$ cat src/rtl/core/rtp_frame_reorder_assembler_core_defines.svh
// Assertion macros shared by the frame reorder and assembly core.
// Depends on nothing; included by the modules that carry assertions.
`ifndef RTP_FRAME_REORDER_ASSEMBLER_CORE_DEFINES_SVH
`define RTP_FRAME_REORDER_ASSEMBLER_CORE_DEFINES_SVH

// Property that must hold at every clock edge outside reset.
`define RFRA_ASSERT(lbl, clk, rst, prop, msg) \
   lbl: assert property (@(posedge clk) disable iff (rst) (prop)) else $error(msg);

// Cause in this cycle implies effect in the next cycle.
`define RFRA_ASSERT_NEXT(lbl, clk, rst, cause, effect, msg) \
   lbl: assert property (@(posedge clk) disable iff (rst) (cause) |=> (effect)) else $error(msg);

`endif

$ cat src/rtl/core/rfra_pkg.sv
// Types, constants and the packet placement function of the frame reorder core.
// Depends on nothing; used by every module of the core.
package rfra_pkg;

   localparam int SEQ_W = 16;
   localparam int LEN_W = 11;
   localparam int OFF_W = 17;
   localparam int MAX_WORDS = 4;
   localparam int CNT_W = 3;

   // Frame buffer size and largest accepted payload
   localparam logic [OFF_W:0] FRAME_BYTES = 18'd65536;
   localparam logic [15:0]    MAX_PAYLOAD = 16'd2047;

   typedef enum logic [1:0] {
      ACT_APPEND_CUR  = 2'd0,
      ACT_APPEND_HELD = 2'd1,
      ACT_COMPLETE    = 2'd2,
      ACT_DROPPED     = 2'd3
   } action_type;

   typedef struct packed {
      logic [SEQ_W-1:0] seq_no;
      logic             marker;
      logic [LEN_W-1:0] payload_len;
   } req_type;

   typedef struct packed {
      action_type       action;
      logic [OFF_W-1:0] byte_offset;
      logic [OFF_W-1:0] frame_length;
      logic             last;
   } rsp_type;

   // Results of one item, handed from the engine to the output queue
   typedef struct packed {
      logic                       load;
      logic [CNT_W-1:0]           count;
      rsp_type [MAX_WORDS-1:0]    words;
   } bundle_type;

   // Outcome of placing one packet into the frame
   typedef struct packed {
      logic             app_v;
      logic [OFF_W-1:0] app_off;
      logic             end_v;
      logic             end_drop;
      logic [OFF_W-1:0] end_len;
      logic             loss;
      logic [OFF_W-1:0] off;
   } place_type;

   function automatic place_type place_packet(logic loss, logic [OFF_W-1:0] off,
                                              logic [LEN_W-1:0] len, logic mark);
      place_type p;
      logic [OFF_W:0] sum;
      sum       = {1'b0, off} + {{(OFF_W+1-LEN_W){1'b0}}, len};
      p         = '0;
      p.loss    = loss;
      p.off     = off;
      p.app_off = off;
      // append unless the frame is already lost or would overflow
      if (!loss) begin
         if (({{(16-LEN_W){1'b0}}, len} > MAX_PAYLOAD) || (sum > FRAME_BYTES)) begin
            p.loss = 1'b1;
         end else begin
            p.app_v = 1'b1;
            p.off   = sum[OFF_W-1:0];
         end
      end
      // close the frame on a marker
      if (mark) begin
         p.end_v    = 1'b1;
         p.end_drop = p.loss;
         p.end_len  = p.loss ? '0 : p.off;
         p.off      = '0;
         p.loss     = 1'b0;
      end
      return p;
   endfunction

endpackage

$ cat src/rtl/core/rfra_engine.sv
// Input register, sequence tracking state and the single-pass step logic.
// Depends on rfra_pkg and the assertion macro header.
`include "rtp_frame_reorder_assembler_core_defines.svh"

module rfra_engine (
   input  logic                clock,
   input  logic                reset,
   input  logic                req_valid,
   output logic                req_ready,
   input  rfra_pkg::req_type   req_payload,
   input  logic                q_free,
   output rfra_pkg::bundle_type bundle
);

   logic                         in_valid_ff, in_valid_in;
   rfra_pkg::req_type            in_ff, in_in;
   logic [rfra_pkg::SEQ_W-1:0]   exp_ff, exp_in;
   logic                         first_ff, first_in;
   logic                         held_v_ff, held_v_in;
   logic [rfra_pkg::LEN_W-1:0]   held_len_ff, held_len_in;
   logic                         held_mark_ff, held_mark_in;
   logic                         loss_ff, loss_in;
   logic [rfra_pkg::OFF_W-1:0]   fill_ff, fill_in;

   logic                         fire;
   logic [rfra_pkg::SEQ_W-1:0]   exp0;
   logic                         hv, loss0, hold;
   rfra_pkg::place_type          p1, p2;
   logic [rfra_pkg::MAX_WORDS-1:0] cv;
   rfra_pkg::rsp_type [rfra_pkg::MAX_WORDS-1:0] cand;
   logic [rfra_pkg::CNT_W-1:0]   n;

   assign fire      = in_valid_ff && q_free;
   assign req_ready = !in_valid_ff || fire;

   // Hold the accepted word until the step has been applied
   always_comb begin
      in_valid_in = in_valid_ff;
      in_in       = in_ff;
      if (fire) begin
         in_valid_in = 1'b0;
      end
      if (req_valid && req_ready) begin
         in_valid_in = 1'b1;
         in_in       = req_payload;
      end
   end

   // Classify the arrival and place the current and held packets
   always_comb begin
      exp0  = first_ff ? in_ff.seq_no : exp_ff;
      hv    = held_v_ff;
      loss0 = loss_ff;
      hold  = 1'b0;
      if (hv) begin
         if (in_ff.seq_no != exp0 - 16'd2) begin
            loss0 = 1'b1;
            hv    = 1'b0;
         end
      end else if (in_ff.seq_no != exp0) begin
         if (in_ff.seq_no == exp0 + 16'd1) begin
            hold = 1'b1;
         end else begin
            loss0 = 1'b1;
         end
      end
      p1 = rfra_pkg::place_packet(loss0, fill_ff, in_ff.payload_len, in_ff.marker);
      p2 = rfra_pkg::place_packet(p1.loss, p1.off, held_len_ff, held_mark_ff);
   end

   // Advance the tracking state when the step is taken
   always_comb begin
      exp_in       = exp_ff;
      first_in     = first_ff;
      held_v_in    = held_v_ff;
      held_len_in  = held_len_ff;
      held_mark_in = held_mark_ff;
      loss_in      = loss_ff;
      fill_in      = fill_ff;
      if (fire) begin
         first_in = 1'b0;
         if (hold) begin
            held_v_in    = 1'b1;
            held_len_in  = in_ff.payload_len;
            held_mark_in = in_ff.marker;
            exp_in       = in_ff.seq_no + 16'd1;
            loss_in      = loss0;
         end else begin
            held_v_in = 1'b0;
            loss_in   = hv ? p2.loss : p1.loss;
            fill_in   = hv ? p2.off : p1.off;
            exp_in    = hv ? in_ff.seq_no + 16'd2 : in_ff.seq_no + 16'd1;
         end
      end
   end

   // Build the candidate words, mark the final one and pack them
   always_comb begin
      cv[0] = !hold && p1.app_v;
      cv[1] = !hold && p1.end_v;
      cv[2] = !hold && hv && p2.app_v;
      cv[3] = !hold && hv && p2.end_v;

      cand[0].action       = rfra_pkg::ACT_APPEND_CUR;
      cand[0].byte_offset  = p1.app_off;
      cand[0].frame_length = '0;
      cand[0].last         = cv[0] && !(|cv[3:1]);
      cand[1].action       = p1.end_drop ? rfra_pkg::ACT_DROPPED : rfra_pkg::ACT_COMPLETE;
      cand[1].byte_offset  = '0;
      cand[1].frame_length = p1.end_len;
      cand[1].last         = cv[1] && !(|cv[3:2]);
      cand[2].action       = rfra_pkg::ACT_APPEND_HELD;
      cand[2].byte_offset  = p2.app_off;
      cand[2].frame_length = '0;
      cand[2].last         = cv[2] && !cv[3];
      cand[3].action       = p2.end_drop ? rfra_pkg::ACT_DROPPED : rfra_pkg::ACT_COMPLETE;
      cand[3].byte_offset  = '0;
      cand[3].frame_length = p2.end_len;
      cand[3].last         = cv[3];

      bundle.words = '0;
      n = '0;
      for (int i = 0; i < rfra_pkg::MAX_WORDS; i++) begin
         if (cv[i]) begin
            bundle.words[n[1:0]] = cand[i];
            n = n + 3'd1;
         end
      end
      bundle.count = n;
      bundle.load  = fire && (n != '0);
   end

   always_ff @(posedge clock) begin
      if (reset) begin
         in_valid_ff  <= 1'b0;
         exp_ff       <= '0;
         first_ff     <= 1'b1;
         held_v_ff    <= 1'b0;
         held_len_ff  <= '0;
         held_mark_ff <= 1'b0;
         loss_ff      <= 1'b0;
         fill_ff      <= '0;
      end else begin
         in_valid_ff  <= in_valid_in;
         exp_ff       <= exp_in;
         first_ff     <= first_in;
         held_v_ff    <= held_v_in;
         held_len_ff  <= held_len_in;
         held_mark_ff <= held_mark_in;
         loss_ff      <= loss_in;
         fill_ff      <= fill_in;
      end
   end

   always_ff @(posedge clock) begin
      in_ff <= in_in;
   end

   `RFRA_ASSERT(a_held_after_first, clock, reset, !(held_v_ff && first_ff), "held packet before first packet")
   `RFRA_ASSERT(a_load_count, clock, reset, !bundle.load || (bundle.count <= 3'd4), "bundle holds more than four words")
   `RFRA_ASSERT_NEXT(a_hold_silent, clock, reset, fire && hold, held_v_ff && !loss_ff == !$past(loss0), "held packet not stored")
   `RFRA_ASSERT(a_frame_fits, clock, reset, {1'b0, fill_ff} <= rfra_pkg::FRAME_BYTES, "fill offset beyond frame")

endmodule

$ cat src/rtl/core/rfra_out_queue.sv
// Output queue: stores the words of one item and hands them out in order.
// Depends on rfra_pkg and the assertion macro header.
`include "rtp_frame_reorder_assembler_core_defines.svh"

module rfra_out_queue (
   input  logic                 clock,
   input  logic                 reset,
   input  rfra_pkg::bundle_type bundle,
   output logic                 q_free,
   output logic                 rsp_valid,
   input  logic                 rsp_ready,
   output rfra_pkg::rsp_type    rsp_payload
);

   rfra_pkg::rsp_type [rfra_pkg::MAX_WORDS-1:0] words_ff, words_in;
   logic [rfra_pkg::CNT_W-1:0] cnt_ff, cnt_in;
   logic [1:0]                 rd_ff, rd_in;
   logic                       take;

   assign rsp_valid   = cnt_ff != '0;
   assign rsp_payload = words_ff[rd_ff];
   assign take        = rsp_valid && rsp_ready;
   assign q_free      = (cnt_ff == '0) || (take && (cnt_ff == 3'd1));

   // Advance on each delivered word, reload when the engine steps
   always_comb begin
      words_in = words_ff;
      cnt_in   = cnt_ff;
      rd_in    = rd_ff;
      if (take) begin
         cnt_in = cnt_ff - 3'd1;
         rd_in  = rd_ff + 2'd1;
      end
      if (bundle.load) begin
         words_in = bundle.words;
         cnt_in   = bundle.count;
         rd_in    = '0;
      end
   end

   always_ff @(posedge clock) begin
      if (reset) begin
         cnt_ff <= '0;
         rd_ff  <= '0;
      end else begin
         cnt_ff <= cnt_in;
         rd_ff  <= rd_in;
      end
   end

   always_ff @(posedge clock) begin
      words_ff <= words_in;
   end

   `RFRA_ASSERT(a_load_when_free, clock, reset, !bundle.load || q_free, "bundle loaded over pending words")
   `RFRA_ASSERT(a_cnt_range, clock, reset, cnt_ff <= 3'd4, "queue count out of range")
   `RFRA_ASSERT(a_last_at_end, clock, reset, !rsp_valid || (rsp_payload.last == (cnt_ff == 3'd1)), "last flag not on final word")

endmodule

$ cat src/rtl/core/rtp_frame_reorder_assembler_core.sv
// Top level of the RTP frame reorder and assembly core.
// Depends on rfra_pkg, rfra_engine and rfra_out_queue.
//
//  channel | direction | handshake            | word
//  req     | in        | req_valid/req_ready  | rfra_pkg::req_type
//  rsp     | out       | rsp_valid/rsp_ready  | rfra_pkg::rsp_type
//
// A header is registered on acceptance and stepped once the output queue is free,
// in one pass, into up to four result words held in the output queue.
// Results come out one per cycle while rsp_ready is high; an item gives one
// to four results, or none.
// The queue frees on delivery of its last word, letting the next step load
// in that same cycle. A stalled rsp side holds the queue and then the input.
// Reset is synchronous and restores the tracking state.

module rtp_frame_reorder_assembler_core (
   input  logic              clock,
   input  logic              reset,
   input  logic              req_valid,
   output logic              req_ready,
   input  rfra_pkg::req_type req_payload,
   output logic              rsp_valid,
   input  logic              rsp_ready,
   output rfra_pkg::rsp_type rsp_payload
);

   rfra_pkg::bundle_type bundle;
   logic                 q_free;

   rfra_engine u_engine (
      .clock       (clock),
      .reset       (reset),
      .req_valid   (req_valid),
      .req_ready   (req_ready),
      .req_payload (req_payload),
      .q_free      (q_free),
      .bundle      (bundle)
   );

   rfra_out_queue u_out_queue (
      .clock       (clock),
      .reset       (reset),
      .bundle      (bundle),
      .q_free      (q_free),
      .rsp_valid   (rsp_valid),
      .rsp_ready   (rsp_ready),
      .rsp_payload (rsp_payload)
   );

endmodule

$ cat config.mk
export PLATFORM = sky130hd
export DESIGN_NAME = rtp_frame_reorder_assembler_core
export DESIGN_NICKNAME = d
export VERILOG_FILES = /design/src/rtl/core/rfra_pkg.sv /design/src/rtl/core/rfra_engine.sv /design/src/rtl/core/rfra_out_queue.sv /design/src/rtl/core/rtp_frame_reorder_assembler_core.sv
export VERILOG_INCLUDE_DIRS = /design/src /design/src/rtl/core
export SDC_FILE = /design/constraint.sdc
export NUM_CORES = 1
export LEC_CHECK = 0
export ABC_CLOCK_PERIOD_IN_PS = 9150
export BUFFER_PORTS_ARGS = -buffer_cell sky130_fd_sc_hd__buf_2
export CAP_MARGIN = 20
export CORE_MARGIN = 2
export CORE_UTILIZATION = 45
export CTS_CLUSTER_SIZE = 40
export DETAILED_ROUTE_END_ITERATION = 7
export PLACE_DENSITY = 0.65
export SYNTH_ARGS = -nofsm -noshare
export SYNTH_HDL_FRONTEND = slang
export SYNTH_SLANG_ARGS = --single-unit
$ cat constraint.sdc
create_clock -name clock -period 9.15 [get_ports clock]
set_input_delay 1.3725 -clock clock [delete_from_list [all_inputs] [get_ports clock]]
set_output_delay 1.3725 -clock clock [all_outputs]
set_load 0.02 [all_outputs]
# Word-level counts from Yosys, hierarchy flattened
# Index checks and enable logic that the tools add are counted.
op_classes:
  add_sub_neg: 11
  magnitude_cmp: 9
  n_eq_ne: 4
  mux: 55
  bitwise: 1
  reduce_logical: 33
op_table:
  columns: ["cell", "count"]
  rows:
  - ["$bwmux W148", 3]
  - ["$mux W148", 3]
  - ["$demux W37 S2", 3]
  - ["$mux W37", 6]
  - ["$mux W17", 5]
  - ["$bmux W37 S2", 1]
  - ["$mux W16", 3]
  - ["$add A17 B11 Y18", 2]
  - ["$gt A18 B17 Y1 const B", 2]
  - ["$mux W18", 2]
  - ["$mux W35", 1]
  - ["$add A16 B1 Y16 const B", 2]
  - ["$ne A16 B16 Y1", 2]
  - ["$mux W1", 23]
  - ["$add A16 B2 Y16 const B", 1]
  - ["$eq A16 B16 Y1", 1]
  - ["$logic_and A1 B1 Y1", 16]
  - ["$sub A16 B2 Y16 const B", 1]
  - ["$mux W3", 5]
  - ["$lt A2 B3 Y1 const B", 3]
  - ["$add A3 B1 Y3 const B", 2]
  - ["$reduce_bool A3 Y1", 2]
  - ["$logic_not A1 Y1", 5]
  - ["$ge A2 B1 Y1 const B", 2]
  - ["other kinds (13)", 17]
totals:
  register_bits: 230
  input_bits: 32
  output_inout_bits: 39
  word_cells: 142

# Longest topological paths before layout
depth:
  ltp_word: 26
  mapped_depth: 41
  depth_no_buf: 32

# Hierarchy
# A second synthesis with hierarchy kept.
unflattened:
  cells_unflattened: 1385
  hier_area_um2: 13987.2
modules_own_cells:
  columns: ["module", "n_inst", "cells_each", "area_each_um2", "seq_area_each_um2"]
  rows:
  - ["rfra_engine", 1, 1155, 8369.3, 1821.7]
  - ["rfra_out_queue", 1, 230, 5617.9, 4544.4]

# Worst setup path before layout
# Ideal clock, no wire load.
synth_timing:
  kind: "flip-flop to flip-flop"
  startpoint: "register u_engine.first_ff"
  endpoint: "register u_out_queue.cnt_ff[1] in the netlist's numbering"
  setup_time_ns: 0.210
  t_arrival_ns: 9.932
  required_ns: 8.940
  setup_slack_ns: -0.992
  stages_incl_launch_ff: 38
  path_buffers: 7
  period_less_slack_ns: 10.142
  path_cell_list: "dfxtp_1 buf_4 buf_2 buf_2 buf_2 mux2i_1 inv_1 ha_1 o211ai_1 nor3b_2 mux2_1 nand4b_1 or4_1 buf_4 a211oi_1 clkbuf_1 mux2i_1 or2_2 (+2 left out) inv_1 fa_1 nor2b_1 o21ai_0 nand2b_1 a21o_1 a21o_1 xor2_1 or4b_2 or4_1 a2111o_1 or3_1 buf_4 a211oi_4 mux2_4 o21ai_2 inv_2 o22ai_1"
synth_lines:
  columns: ["item", "line_no", "text"]
  rows:
  - ["start: declaration", "rfra_engine.sv:18", "logic first_ff, first_in;"]
  - ["start signal: assignment", "rfra_engine.sv:146", "first_ff <= first_in;"]
  - ["end signal: assignment", "rfra_out_queue.sv:46", "cnt_ff <= cnt_in;"]
  - ["end: declaration", "rfra_out_queue.sv:16", "logic [rfra_pkg::CNT_W-1:0] cnt_ff, cnt_in;"]

==> results.ini <==
[critical_path]
cp.required_ns=9.60
cp_max_fo=33
r2r_end=u_out_queue.cnt_ff[0]$_SDFFE_PP0P_
end_kind=register
path_class=register to register
reg2regPathDepth=30
r2r_setup_slack_ns=0.35
max_stage_delay_ns=0.63
crit_family=simple AND/OR/NAND/NOR gates
crit_slowest_cell=or4b_2
arrival_ns=9.24
reg2reg_from=u_engine.in_ff[0]$_DFFE_PP_
critical_path_buf_inv_count=5
cp-start-kind=register

[min_path]
min_path_cells=2
hold_class=register to register
min_from=u_engine.loss_ff$_SDFFE_PP0P_
hold_end=u_engine.loss_ff$_SDFFE_PP0P_

[global_route]
grt_pass1_vias=10997
gr-total-overflow=0
grt_max_degree=58
grt_pass1_wl_um=62800
track_usage_pct=24.3
antenna_found_initial=1

[synthesis]
ys_seq_area_share_pct=45.5
synth_area_um2=14000
yosysTopAreaCell=edfxtp_1
ys.flop_type=edfxtp_1
synthArstFlopShare_pct=0
yosysTopAreaCellShare_pct=37.8
synthTopCellsByArea=edfxtp_1 38%, dfxtp_1 7.7%, mux4_2 6.0%
synth_edf_count=176
syn-num-nets=1450
ys_ff_latch=230
syn_inst=1380
synth_cell_types=91
synth.avg_cell_area_um2=10.1
yosysWarnings=0

[power_and_ir_drop]
power.share.clock_pct=23.7
p_leak_nw=5.64
switching_share_pct=39.0
combPwrFrac_pct=42.9
ir_drop_uv=143
power_frac_seq_pct=33.4
power_mw=4.53
switchingPower_mw=1.77
intPower_mw=2.77
powerDensity_nw_per_um2=284

[place]
dp_hpwl_um=28900
dp_slack_ns=0.432
dpl-instance-area_um2=15000
place.gp.congestion=0.991
port_buffers=70

[clock_tree]
cts_tree=done
path_clk_slew_ns=0.07
hold_buffers=0
htreeDepth=1
cts_buffers=26
clkLatencyLatePin_ns=0.55
root_buffer=clkbuf_16
clkSinkCount=230
cts.path.max_buffers=3

[sta]
relSlewSlack_pct=31.0
fin_crit_ns=8.80
rsz0062_at_grt=no
finalSetupViolations=0
period_share_pct=96.1
worst_pin_slew_ns=1.01
finalWorstSetupSlack_ns=0.355
slew_viol_final=0
hold_viol_final=0
max_freq_mhz=114
fin_tns_setup_ns=0
skew_ns=0.0162

[drt]
drc_errors=0
via_count=11268
first_pass_iters=5
wl_um=40100
drt-initial-drc-count=1109
via_per_inst=6.06
wire_per_inst_um=21.6
antenna_left=0

[cells_and_area]
antenna_cells=0
drive_gt1_share_pct=18.1
fillCellCount=2754
design_area_um2=16000
seq_area_um2=6370
fin_nets=1515
areaGrowthSynthToFinish_pct=14.0
most-common-layout-cells=200 x nor2_1, 176 x edfxtp_1, 90 x nand2_1
mostFrequentLayoutCell=nor2_1
multi_input_area_um2=7110

[floorplanning]
core-area_um2=30600
rows=64
die_w_um=180
start_util_pct=45.7
die_area_um2=32500
pin_count=71
die_y_um=180

[status]
status=completed

[job]
maxCapViolations=0

==> power groups by stage <==
stage                     Clock (mW)  Sequential [mW]  Combinational (mW)
final                           1.07             1.52                1.95
after global routing            1.13             1.53                2.09
after CTS                       1.09             1.51                1.90
after detailed placement           0             1.54                1.89
after global placement             0             1.53                1.88
after floorplan                    0             1.46                1.35
==> stage by stage <==
stage / instances / hold WS (ns) / util (%)
2_1_floorplan: 1380 / 0.446 / -
3_3_place_gp: 1811 / 0.464 / 49.1
3_5_place_dp: 1811 / 0.470 / 49.1
4_1_cts: 1857 / 0.483 / 52.0
5_1_grt: 1859 / 0.538 / 52.2
6_report: 1859 / 0.485 / 52.2
==> worst min-delay path, delay by kind of cell, from the launching register on <==
family	cells	cell delay (ns)
AND/OR/NAND/NOR	1	0.07
flip-flops	1	0.32
AO/OA/AOI/OAI	1	0.05
==> cells in the mapped netlist, drive strengths merged, types with 6 or more instances <==
master	number
clkbuf	68
nor2	201
nand2	91
xnor2	51
nor3	35
mux2i	37
and3	16
a31oi	13
and2	13
nor4	7
edfxtp	176
nand2b	21
or3	10
a21oi	73
nor3b	9
mux2	6
dfxtp	54
o211ai	12
buf	33
o21a	14
nand4	12
or4	8
inv	33
ha	36
a221oi	7
a2111oi	7
o21ai	57
o2111ai	6
or2	14
a211oi	24
nand3	51
mux4	37
nor2b	16
xor2	33
a21o	16
o22ai	11
==> layer usage <==
| metal | vias up | global-route usage [%] | part of all wire, % |
|---|---|---|---|
| met5 | - | 0 | 0.032 |
| met4 | 2 | 8.23 | 3.4 |
| li1 | 5213 | - | - |
| met3 | 106 | 4.51 | 7.6 |
| met2 | 503 | 40.2 | 47 |
| met1 | 5444 | 32.3 | 42 |
==> worst max path at each step <==
stage	cells after the start	start	slack, ns	end
CTS	31	u_engine.in_ff[0]$_DFFE_PP_	0.34	u_out_queue.cnt_ff[0]$_SDFFE_PP0P_
global placement	30	u_engine.in_ff[0]$_DFFE_PP_	0.61	u_out_queue.words_ff[95]$_DFFE_PP_
global route	30	u_engine.in_ff[0]$_DFFE_PP_	0.01	u_out_queue.cnt_ff[0]$_SDFFE_PP0P_
finish	30	u_engine.in_ff[0]$_DFFE_PP_	0.35	u_out_queue.cnt_ff[0]$_SDFFE_PP0P_
detailed placement	31	u_engine.in_ff[0]$_DFFE_PP_	0.43	u_out_queue.cnt_ff[0]$_SDFFE_PP0P_
floorplan	37	u_engine.first_ff$_SDFFE_PP1P_	0.08	u_out_queue.cnt_ff[0]$_SDFFE_PP0P_
==> cell families (layout without fill, tap and decap cells) <==
| kind of cell | Yosys count | count (layout) | synth area share [%] |
|---|---|---|---|
| compound gates | 286 | 286 | 14.2 |
| xor+xnor | 84 | 84 | 5.26 |
| fa+ha+maj | 38 | 38 | 3.51 |
| buf+inv | 135 | 218 | 4.01 |
| flops | 230 | 230 | 45.5 |
| mux | 80 | 80 | 9.11 |
| simple gates | 527 | 527 | 18.4 |
==> final cells by class <==
class                   instances  area share, %
multi-input cells            1015           44.5
flip-flops and latches        230           39.9
repair buffers                138           6.12
clock buffers                  35           4.42
well taps                     396           3.11
clock inverters                11           1.02
inverters                      34          0.847
==> state kept, by name (all words and copies together), names as in the netlist, 2 cells and up <==
name	flops
u_engine.exp_ff	16
u_engine.fill_ff	17
u_engine.held_len_ff	11
u_engine.in_ff	28
u_out_queue.cnt_ff	3
u_out_queue.rd_ff	2
u_out_queue.words_ff	148
==> repair_timing <==
| action | CTS | global route |
|---|---|---|
| setup buffers | 0 | 2 |
| endpoints found under the hold margin | 0 | 0 |
| endpoints found under the setup margin | 0 | 219 |
| gates resized for setup | 0 | 8 |
Note: power is estimated with default switching activity, not from simulation.
